## src/rtl/mer_pkg.sv

```systemverilog
// ----------------------------------------------------------------------------
// mer_pkg
// Shared types and constants for the midpoint ellipse rasterizer.
// ----------------------------------------------------------------------------
package mer_pkg;

	localparam int COORD_BITS_DEF = 10;
	localparam int CFG_W          = 10;
	localparam int CFG_IDX_W      = 1;
	localparam int PIX_W          = 12;

	localparam logic [CFG_W-1:0] CENTER_X_RESET = 10'd320;
	localparam logic [CFG_W-1:0] CENTER_Y_RESET = 10'd240;

	typedef enum logic [CFG_IDX_W-1:0] {
		REG_CENTER_X = 1'b0,
		REG_CENTER_Y = 1'b1
	} cfg_reg_t;

	typedef enum logic {
		ACT_START = 1'b0,
		ACT_STEP  = 1'b1
	} action_t;

	typedef enum logic [1:0] {
		Q_PP = 2'd0,
		Q_MP = 2'd1,
		Q_PM = 2'd2,
		Q_MM = 2'd3
	} quad_t;

	typedef enum logic [4:0] {
		ST_IDLE,
		ST_ST1,
		ST_ST2,
		ST_ST3,
		ST_R1_0,
		ST_R1_1,
		ST_R1_2,
		ST_R1_3,
		ST_RC0,
		ST_RC1,
		ST_RC2,
		ST_RC3,
		ST_RC4,
		ST_RC5,
		ST_RC6,
		ST_R2_0,
		ST_R2_1,
		ST_R2_2,
		ST_EMIT,
		ST_DONE
	} state_t;

endpackage

```

## src/rtl/mer_mul.sv

```systemverilog
// ----------------------------------------------------------------------------
// mer_mul
// Shared unsigned multiplier with a registered product.
// ----------------------------------------------------------------------------
module mer_mul
	import mer_pkg::*;
#(
	parameter int A_W = 31,
	parameter int B_W = 12
) (
	input  logic                 clk,
	input  logic [A_W-1:0]       op_a,
	input  logic [B_W-1:0]       op_b,
	output logic [A_W+B_W-1:0]   prod_s1
);

	always_ff @(posedge clk) begin
		prod_s1 <= op_a * op_b;
	end

endmodule

```

## src/rtl/midpoint_ellipse_rasterizer.sv

```systemverilog
// ----------------------------------------------------------------------------
// midpoint_ellipse_rasterizer
// Two-region midpoint ellipse rasterizer with four-way mirrored output.
// ----------------------------------------------------------------------------
// A start item (action 0) loads the radii and gives the top point mirrored
// into four quadrants around the programmed centre; each step item (action 1)
// advances one pixel and gives four pixels in quadrant order, last_of_run on
// the fourth. A step after the ellipse is complete gives one done result.
// Every product goes through one shared multiplier with a registered output,
// so an item is worked through a sequence of multiply and add states and
// the input stalls meanwhile: a start item runs ST_ST1 to ST_ST3, a step
// runs ST_R1_0 to ST_R1_3 or ST_R2_0 to ST_R2_2, the step that crosses into
// region two runs ST_R1_0 to ST_R1_2, ST_RC0 to ST_RC6 and then region two,
// and every result waits in ST_EMIT or ST_DONE while out_stall is held.
// ----------------------------------------------------------------------------
module midpoint_ellipse_rasterizer
	import mer_pkg::*;
#(
	parameter int COORD_BITS = COORD_BITS_DEF
) (
	input  logic                         clk,
	input  logic                         arst_n,
	input  logic                         cfg_we,
	input  logic [CFG_IDX_W-1:0]         cfg_index,
	input  logic [CFG_W-1:0]             cfg_data,
	input  logic                         in_valid,
	output logic                         in_stall,
	input  logic                         action,
	input  logic [COORD_BITS-1:0]        radius_a,
	input  logic [COORD_BITS-1:0]        radius_b,
	output logic                         out_valid,
	input  logic                         out_stall,
	output logic signed [PIX_W-1:0]      pixel_x,
	output logic signed [PIX_W-1:0]      pixel_y,
	output logic [1:0]                   quadrant,
	output logic                         last_of_run,
	output logic                         done_res
);

	localparam int CB    = COORD_BITS;
	localparam int SQ_W  = 2 * CB;
	localparam int MA_W  = 3 * CB + 1;
	localparam int MB_W  = CB + 2;
	localparam int MP_W  = MA_W + MB_W;
	localparam int CMP_W = 3 * CB + 3;
	localparam int DEC_W = (4 * CB + 4 > 64) ? 64 : 4 * CB + 4;

	state_t            state_q, state_nxt;
	quad_t             quad_q;
	logic              finished_q;
	logic              region2_q;
	logic              out_valid_q;
	logic [CFG_W-1:0]  center_x_q, center_y_q;

	logic [CB-1:0]     rad_b_q;
	logic [SQ_W-1:0]   sq_a_q, sq_b_q;
	logic [CB-1:0]     cur_x_q, cur_y_q;
	logic [DEC_W-1:0]  decision_q;
	logic [DEC_W-1:0]  tmp_q;

	logic [PIX_W-1:0]  pixel_x_q, pixel_y_q;
	quad_t             quadrant_q;
	logic              last_q, done_q;

	logic [MA_W-1:0]   mul_a;
	logic [MB_W-1:0]   mul_b;
	logic [MP_W-1:0]   prod_s1;

	logic              accept;
	logic              out_free;
	logic              emit_load, done_load;
	logic              dec_neg;
	logic              r1_go;
	logic [CB-1:0]     ty_abs;
	logic [DEC_W-1:0]  d_prod, d_sqa, d_sqb, ya4;
	logic [CMP_W-1:0]  lhs, rhs;
	logic [PIX_W-1:0]  cx12, cy12, dx12, dy12;

	mer_mul #(
		.A_W(MA_W),
		.B_W(MB_W)
	) u_mul (
		.clk    (clk),
		.op_a   (mul_a),
		.op_b   (mul_b),
		.prod_s1(prod_s1)
	);

	assign accept   = in_valid && !in_stall;
	assign out_free = !out_valid_q || !out_stall;
	assign dec_neg  = decision_q[DEC_W-1];
	assign ty_abs   = (cur_y_q == '0) ? CB'(1) : cur_y_q - CB'(1);

	assign d_prod = DEC_W'(prod_s1);
	assign d_sqa  = DEC_W'(sq_a_q);
	assign d_sqb  = DEC_W'(sq_b_q);
	assign ya4    = (d_sqa << 3) + (d_sqa << 2) - (tmp_q << 3);

	assign lhs   = CMP_W'(tmp_q) << 1;
	assign rhs   = (CMP_W'(prod_s1) << 1) + CMP_W'(sq_a_q);
	assign r1_go = lhs > rhs;

	assign cx12 = PIX_W'(center_x_q);
	assign cy12 = PIX_W'(center_y_q);
	assign dx12 = PIX_W'(cur_x_q);
	assign dy12 = PIX_W'(cur_y_q);

	always_comb begin
		state_nxt = state_q;
		case (state_q)
			ST_IDLE: begin
				if (in_valid) begin
					if (action_t'(action) == ACT_START)
						state_nxt = ST_ST1;
					else if (finished_q)
						state_nxt = ST_DONE;
					else if (region2_q)
						state_nxt = ST_R2_0;
					else
						state_nxt = ST_R1_0;
				end
			end
			ST_ST1:  state_nxt = ST_ST2;
			ST_ST2:  state_nxt = ST_ST3;
			ST_ST3:  state_nxt = ST_EMIT;
			ST_R1_0: state_nxt = ST_R1_1;
			ST_R1_1: state_nxt = ST_R1_2;
			ST_R1_2: state_nxt = r1_go ? ST_R1_3 : ST_RC0;
			ST_R1_3: state_nxt = ST_EMIT;
			ST_RC0:  state_nxt = ST_RC1;
			ST_RC1:  state_nxt = ST_RC2;
			ST_RC2:  state_nxt = ST_RC3;
			ST_RC3:  state_nxt = ST_RC4;
			ST_RC4:  state_nxt = ST_RC5;
			ST_RC5:  state_nxt = ST_RC6;
			ST_RC6:  state_nxt = ST_R2_0;
			ST_R2_0: state_nxt = (cur_y_q == '0) ? ST_DONE : ST_R2_1;
			ST_R2_1: state_nxt = ST_R2_2;
			ST_R2_2: state_nxt = ST_EMIT;
			ST_EMIT: begin
				if (out_free && quad_q == Q_MM)
					state_nxt = ST_IDLE;
			end
			ST_DONE: begin
				if (out_free)
					state_nxt = ST_IDLE;
			end
			default: state_nxt = ST_IDLE;
		endcase
	end

	always_comb begin
		in_stall  = 1'b1;
		emit_load = 1'b0;
		done_load = 1'b0;
		mul_a     = '0;
		mul_b     = '0;
		case (state_q)
			ST_IDLE: begin
				in_stall = 1'b0;
				mul_a    = MA_W'(radius_a);
				mul_b    = MB_W'(radius_a);
			end
			ST_ST1: begin
				mul_a = MA_W'(rad_b_q);
				mul_b = MB_W'(rad_b_q);
			end
			ST_ST2: begin
				mul_a = MA_W'(sq_a_q);
				mul_b = MB_W'(rad_b_q);
			end
			ST_R1_0, ST_R2_0: begin
				mul_a = MA_W'(sq_a_q);
				mul_b = MB_W'(cur_y_q);
			end
			ST_R1_1: begin
				mul_a = MA_W'(sq_b_q);
				mul_b = MB_W'(cur_x_q) + MB_W'(1);
			end
			ST_R1_2: begin
				mul_a = MA_W'(sq_b_q);
				mul_b = MB_W'({cur_x_q, 1'b1}) + MB_W'(2);
			end
			ST_RC0: begin
				mul_a = MA_W'(sq_b_q);
				mul_b = MB_W'({cur_x_q, 1'b1});
			end
			ST_RC1: begin
				mul_a = MA_W'(prod_s1);
				mul_b = MB_W'({cur_x_q, 1'b1});
			end
			ST_RC2: begin
				mul_a = MA_W'(sq_a_q);
				mul_b = MB_W'(ty_abs);
			end
			ST_RC3: begin
				mul_a = MA_W'(prod_s1);
				mul_b = MB_W'(ty_abs);
			end
			ST_RC4: begin
				mul_a = MA_W'(sq_a_q);
				mul_b = MB_W'(rad_b_q);
			end
			ST_RC5: begin
				mul_a = MA_W'(prod_s1);
				mul_b = MB_W'(rad_b_q);
			end
			ST_R2_1: begin
				mul_a = MA_W'(sq_b_q);
				mul_b = MB_W'({cur_x_q, 1'b0}) + MB_W'(2);
			end
			ST_EMIT: emit_load = out_free;
			ST_DONE: done_load = out_free;
			default: ;
		endcase
	end

	always_ff @(posedge clk or negedge arst_n) begin
		if (!arst_n) begin
			state_q     <= ST_IDLE;
			quad_q      <= Q_PP;
			finished_q  <= 1'b1;
			region2_q   <= 1'b0;
			out_valid_q <= 1'b0;
			center_x_q  <= CENTER_X_RESET;
			center_y_q  <= CENTER_Y_RESET;
		end else begin
			state_q <= state_nxt;
			if (cfg_we) begin
				case (cfg_reg_t'(cfg_index))
					REG_CENTER_X: center_x_q <= cfg_data;
					REG_CENTER_Y: center_y_q <= cfg_data;
					default: ;
				endcase
			end
			if (accept && action_t'(action) == ACT_START) begin
				finished_q <= 1'b0;
				region2_q  <= 1'b0;
			end
			if (state_q == ST_RC6)
				region2_q <= 1'b1;
			if (state_q == ST_R2_0 && cur_y_q == '0)
				finished_q <= 1'b1;
			if (emit_load)
				quad_q <= quad_t'(quad_q + 2'd1);
			if (emit_load || done_load)
				out_valid_q <= 1'b1;
			else if (!out_stall)
				out_valid_q <= 1'b0;
		end
	end

	always_ff @(posedge clk) begin
		if (accept && action_t'(action) == ACT_START)
			rad_b_q <= radius_b;
		case (state_q)
			ST_ST1: sq_a_q <= SQ_W'(prod_s1);
			ST_ST2: sq_b_q <= SQ_W'(prod_s1);
			ST_ST3: begin
				decision_q <= (d_sqb << 2) - (d_prod << 2) + d_sqa;
				cur_x_q    <= '0;
				cur_y_q    <= rad_b_q;
			end
			ST_R1_1, ST_R2_1, ST_RC2: tmp_q <= d_prod;
			ST_R1_3: begin
				if (dec_neg) begin
					decision_q <= decision_q + (d_prod << 2);
				end else begin
					decision_q <= decision_q + (d_prod << 2) - (tmp_q << 3) + (d_sqa << 3);
					cur_y_q    <= cur_y_q - CB'(1);
				end
				cur_x_q <= cur_x_q + CB'(1);
			end
			ST_RC4: tmp_q <= tmp_q + (d_prod << 2);
			ST_RC6: decision_q <= tmp_q - (d_prod << 2);
			ST_R2_2: begin
				if (dec_neg) begin
					decision_q <= decision_q + (d_prod << 2) + ya4;
					cur_x_q    <= cur_x_q + CB'(1);
				end else begin
					decision_q <= decision_q + ya4;
				end
				cur_y_q <= cur_y_q - CB'(1);
			end
			default: ;
		endcase
		if (emit_load) begin
			pixel_x_q  <= (quad_q == Q_MP || quad_q == Q_MM) ? cx12 - dx12 : cx12 + dx12;
			pixel_y_q  <= (quad_q == Q_PM || quad_q == Q_MM) ? cy12 - dy12 : cy12 + dy12;
			quadrant_q <= quad_q;
			last_q     <= (quad_q == Q_MM);
			done_q     <= 1'b0;
		end else if (done_load) begin
			pixel_x_q  <= '0;
			pixel_y_q  <= '0;
			quadrant_q <= Q_PP;
			last_q     <= 1'b1;
			done_q     <= 1'b1;
		end
	end

	assign out_valid   = out_valid_q;
	assign pixel_x     = $signed(pixel_x_q);
	assign pixel_y     = $signed(pixel_y_q);
	assign quadrant    = quadrant_q;
	assign last_of_run = last_q;
	assign done_res    = done_q;

	a_start_seq: assert property (@(posedge clk) disable iff (!arst_n)
		accept && action_t'(action) == ACT_START |=> state_q == ST_ST1)
		else $error("start transfer did not enter the square sequence");

	a_done_shape: assert property (@(posedge clk) disable iff (!arst_n)
		out_valid && done_res |-> last_of_run && quadrant == Q_PP)
		else $error("done result malformed");

	a_last_quad: assert property (@(posedge clk) disable iff (!arst_n)
		out_valid && !done_res |-> last_of_run == (quadrant == Q_MM))
		else $error("last_of_run not on the final quadrant");

	a_emit_end: assert property (@(posedge clk) disable iff (!arst_n)
		emit_load && quad_q == Q_MM |=> state_q == ST_IDLE && quad_q == Q_PP)
		else $error("emit run did not close after four pixels");

	a_r2_live: assert property (@(posedge clk) disable iff (!arst_n)
		state_q == ST_R2_1 |-> region2_q && !finished_q && cur_y_q != '0)
		else $error("region two step without a live ellipse");

endmodule
```

## config.mk

```make
export PLATFORM = sky130hd
export DESIGN_NAME = midpoint_ellipse_rasterizer
export DESIGN_NICKNAME = d
export VERILOG_FILES = /design/src/rtl/mer_pkg.sv /design/src/rtl/mer_mul.sv /design/src/rtl/midpoint_ellipse_rasterizer.sv
export SDC_FILE = /design/constraint.sdc
export NUM_CORES = 2
export LEC_CHECK = 0
export BUFFER_PORTS_ARGS = -buffer_cell sky130_fd_sc_hd__buf_2
export CAP_MARGIN = 20
export CELL_PAD_IN_SITES_DETAIL_PLACEMENT = 1
export CELL_PAD_IN_SITES_GLOBAL_PLACEMENT = 2
export CORE_UTILIZATION = 41
export DETAILED_ROUTE_END_ITERATION = 12
export GPL_TIMING_DRIVEN = 0
export HOLD_SLACK_MARGIN = 0.02
export PLACE_DENSITY = 0.82
export SYNTH_ARGS = -nofsm -noshare
export SYNTH_HDL_FRONTEND = slang
export SYNTH_SLANG_ARGS = --single-unit
```

## constraint.sdc

```tcl
create_clock -name clk -period 10.3 [get_ports clk]
set_input_delay 0 -clock clk [delete_from_list [all_inputs] [get_ports clk]]
set_output_delay 0 -clock clk [all_outputs]
set_load 0.01 [all_outputs]
```

==> run_results.csv <==
group,metric,value,unit
drt,vias_per_cell,5.67,
sta,hold_ws,146,ps
worst_setup_path,worstPathMaxFanout,10,
logic_synthesis,ys_ff_latch,258,
clock_network,clock_sinks,258,
layout,area_growth,8.93,%
layout,num_antenna_cells,0,
layout,nNetsFinal,5946,
clock_network,cts_tree,"yes",
sta,hold_violations,0,
worst_setup_path,reg2regPathDepth,31,
sta,post-route-period-util,0.956,
worst_setup_path,arrival,10330,ps
sta,tightest_slew,1210,ps
drt,wl_per_cell,23.5,um
logic_synthesis,synth_top_cells_by_area,"fa_1 17%, ha_1 14%, edfxtp_1 13%",
worst_setup_path,crit_top_cell,"fa_1",
logic_synthesis,synth_area_per_cell,8.29,um^2
clock_network,worstSkewPairLatency,570,ps
global_route,grt_pass1_vias,38400,
die,rows,115,
die,die_x,319,um
layout,drive_above_1_share,0.0483,
logic_synthesis,synthTopCellsByCount,"679 x inv_1, 564 x nand2_1, 448 x ha_1, 362 x nor2_1, 356 x fa_1",
drt,drcViolationCount,0,
die,core-area,98900,um^2
die,die_area,102000,um^2
drt,routed_wl,151,mm
worst_setup_path,regToRegSetupSlack,460,ps
logic_synthesis,synth_cells,4956,
sta,min_period,9840,ps
logic_synthesis,synth_ff_type,"edfxtp_1",
drt,num_vias,36400,
logic_synthesis,ys_warn_count,0,
clock_network,cts.root.buffer_cell,"clkbuf_16",
logic_synthesis,synth_edf_count,184,
sta,rsz0062_at_grt,"false",
sta,relSlewSlack,0.192,
drt,dr.first_iter.drc_count,2410,
layout,final_cells,6417,
hold_path,hold_class,"in2async",
global_route,grt_usage,0.294,
place,globalplace.congestion,0.964,
sta,fin_tns_setup,0,ps
worst_setup_path,slowest_stage,"fa_1",
sta,fmax,0.102,GHz
job,drv_cap,0,
place,port-buffer-count,66,
worst_setup_path,cp_data_required_time,10780,ps
logic_synthesis,async_reset_ff_frac,0.116,
global_route,grt_max_degree,31,
clock_network,clk_pin_slew,70,ps
global_route,grt_overflow,0,
die,io_pins,67,
logic_synthesis,synth_area,41100,um^2
worst_setup_path,critPathCaptureType,"flip-flop",
logic_synthesis,ys_types,94,
die,start_util,0.416,
status,status,"finished clean",
clock_network,cts_buffers,34,
global_route,grt_pass1_wl,231,mm
logic_synthesis,ys_seq_area_frac,0.174,
place,placed_cells,6327,
drt,drt-pass1-iter-count,6,
sta,final_max_slew_viol_count,0,
place,place_hpwl,127,mm
logic_synthesis,synth_top_cell_by_area,"fa_1",
drt,antenna_left,0,
worst_setup_path,cp-start-kind,"flip-flop",
clock_network,cts.htree.levels,2,
layout,nFillCells,11900,
sta,setup_viol,0,
die,die_y,319,um
clock_network,cts_buffer_depth,3,
worst_setup_path,critPathMaxStageDelay,570,ps
logic_synthesis,synthMostInstantiatedCell,"inv_1",
global_route,antenna_found_initial,1,
logic_synthesis,netlist.area_leader.share,0.173,
sta,skew,41.7,ps
worst_setup_path,crit_type,"reg2reg",
-- what timing repair did --
action                                  CTS  global route
hold buffers                             28             0
endpoints found under the hold margin    95             0
resized for setup                         0             3
endpoints found under the setup margin    0             6
setup buffers                             0             0
-- layer usage --
| layer | track usage | share of wire | vias to the layer above |
|---|---|---|---|
| met2 | 0.487 | 0.46 | 806 |
| met4 | 0.0817 | 0.029 | 0 |
| li1 | - | - | 17100 |
| met5 | 0 | 0 | - |
| met1 | 0.411 | 0.47 | 18300 |
| met3 | 0.0211 | 0.043 | 161 |
-- cell usage in the layout (no fill, tap or decap), types with 31 or more instances in the layout --
master and instances:
nand2b_1 58, a21oi_1 346, nor2_1 358, o21a_1 53, mux2_2 44, edfxtp_1 184
dfxtp_1 44, inv_1 679, nor3_1 72, o21bai_1 69, a31oi_1 39, clkbuf_1 149
ha_1 448, o21ai_0 252, and2_1 73, nand2_1 564, fa_1 356, nor2b_1 60
buf_2 69, clkbuf_16 38, nand3_1 81, nand4_1 44, xor2_1 89, xnor2_1 264
a211oi_1 34, o211ai_1 31, a21o_1 136
-- through the flow --
step	cell area [um^2]	utilization	setup WS, ps
2_1_floorplan	41100	-	2480
3_3_place_gp	43100	0.436	149
3_5_place_dp	43300	0.438	290
4_1_cts	44800	0.453	252
5_1_grt	44800	0.453	123
6_report	44800	0.453	458
-- cell type report --
cell class	count	area [um^2]	share of cell area
Clock buffer	49	1060	0.0237
Buffer	166	694	0.0155
Inverter	686	2570	0.0575
Clock inverter	12	151	0.00338
Multi-Input combinational cell	3855	30800	0.687
Timing Repair Buffer	104	737	0.0165
Tap cell	1287	1610	0.0360
Sequential cell	258	7170	0.160
-- critical path: cells and delay by family, from the launching register on --
family / cells / cell delay (ps)
buffers and inverters: 9 / 2350
and+or+nand+nor: 7 / 1720
AOI/OAI and AO/OA: 8 / 2170
xor gates and xnor gates: 1 / 150
adders and majority gates: 6 / 2970
DFF: 1 / 360
-- sequential cells by signal, summed over array words and instances (netlist names), 5 cells and up --
name,cells
state_q,5
center_x_q,10
tmp_q,44
u_mul.prod_s1,43
cur_x_q,10
center_y_q,10
pixel_y,12
cur_y_q,10
decision_q,43
sq_b_q,20
rad_b_q,10
pixel_x,12
sq_a_q,20
-- worst paths after layout --
path,endpoint,from
max,u_mul.prod_s1[41],state_q[1]
min,quad_q[0],arst_n
max reg2reg,u_mul.prod_s1[41],state_q[1]
min reg2reg,done_res,done_res
max in group asynchronous,center_x_q[3],arst_n
min in group clk,rad_b_q[4],radius_b[4]
-- cells by family after synthesis --
kind of cell	count (synthesis)	synth area share
other	2	0.000183
AOI/OAI and AO/OA	1200	0.188
buffers and inverters	852	0.0795
adders and majority gates	804	0.310
and+or+nand+nor	1432	0.158
muxes	54	0.0145
DFF	258	0.174
xor gates and xnor gates	354	0.0758
Power is left out: the tool's default activity adds up to more than one toggle a clock period on the data nets, which glitch-free logic cannot reach.
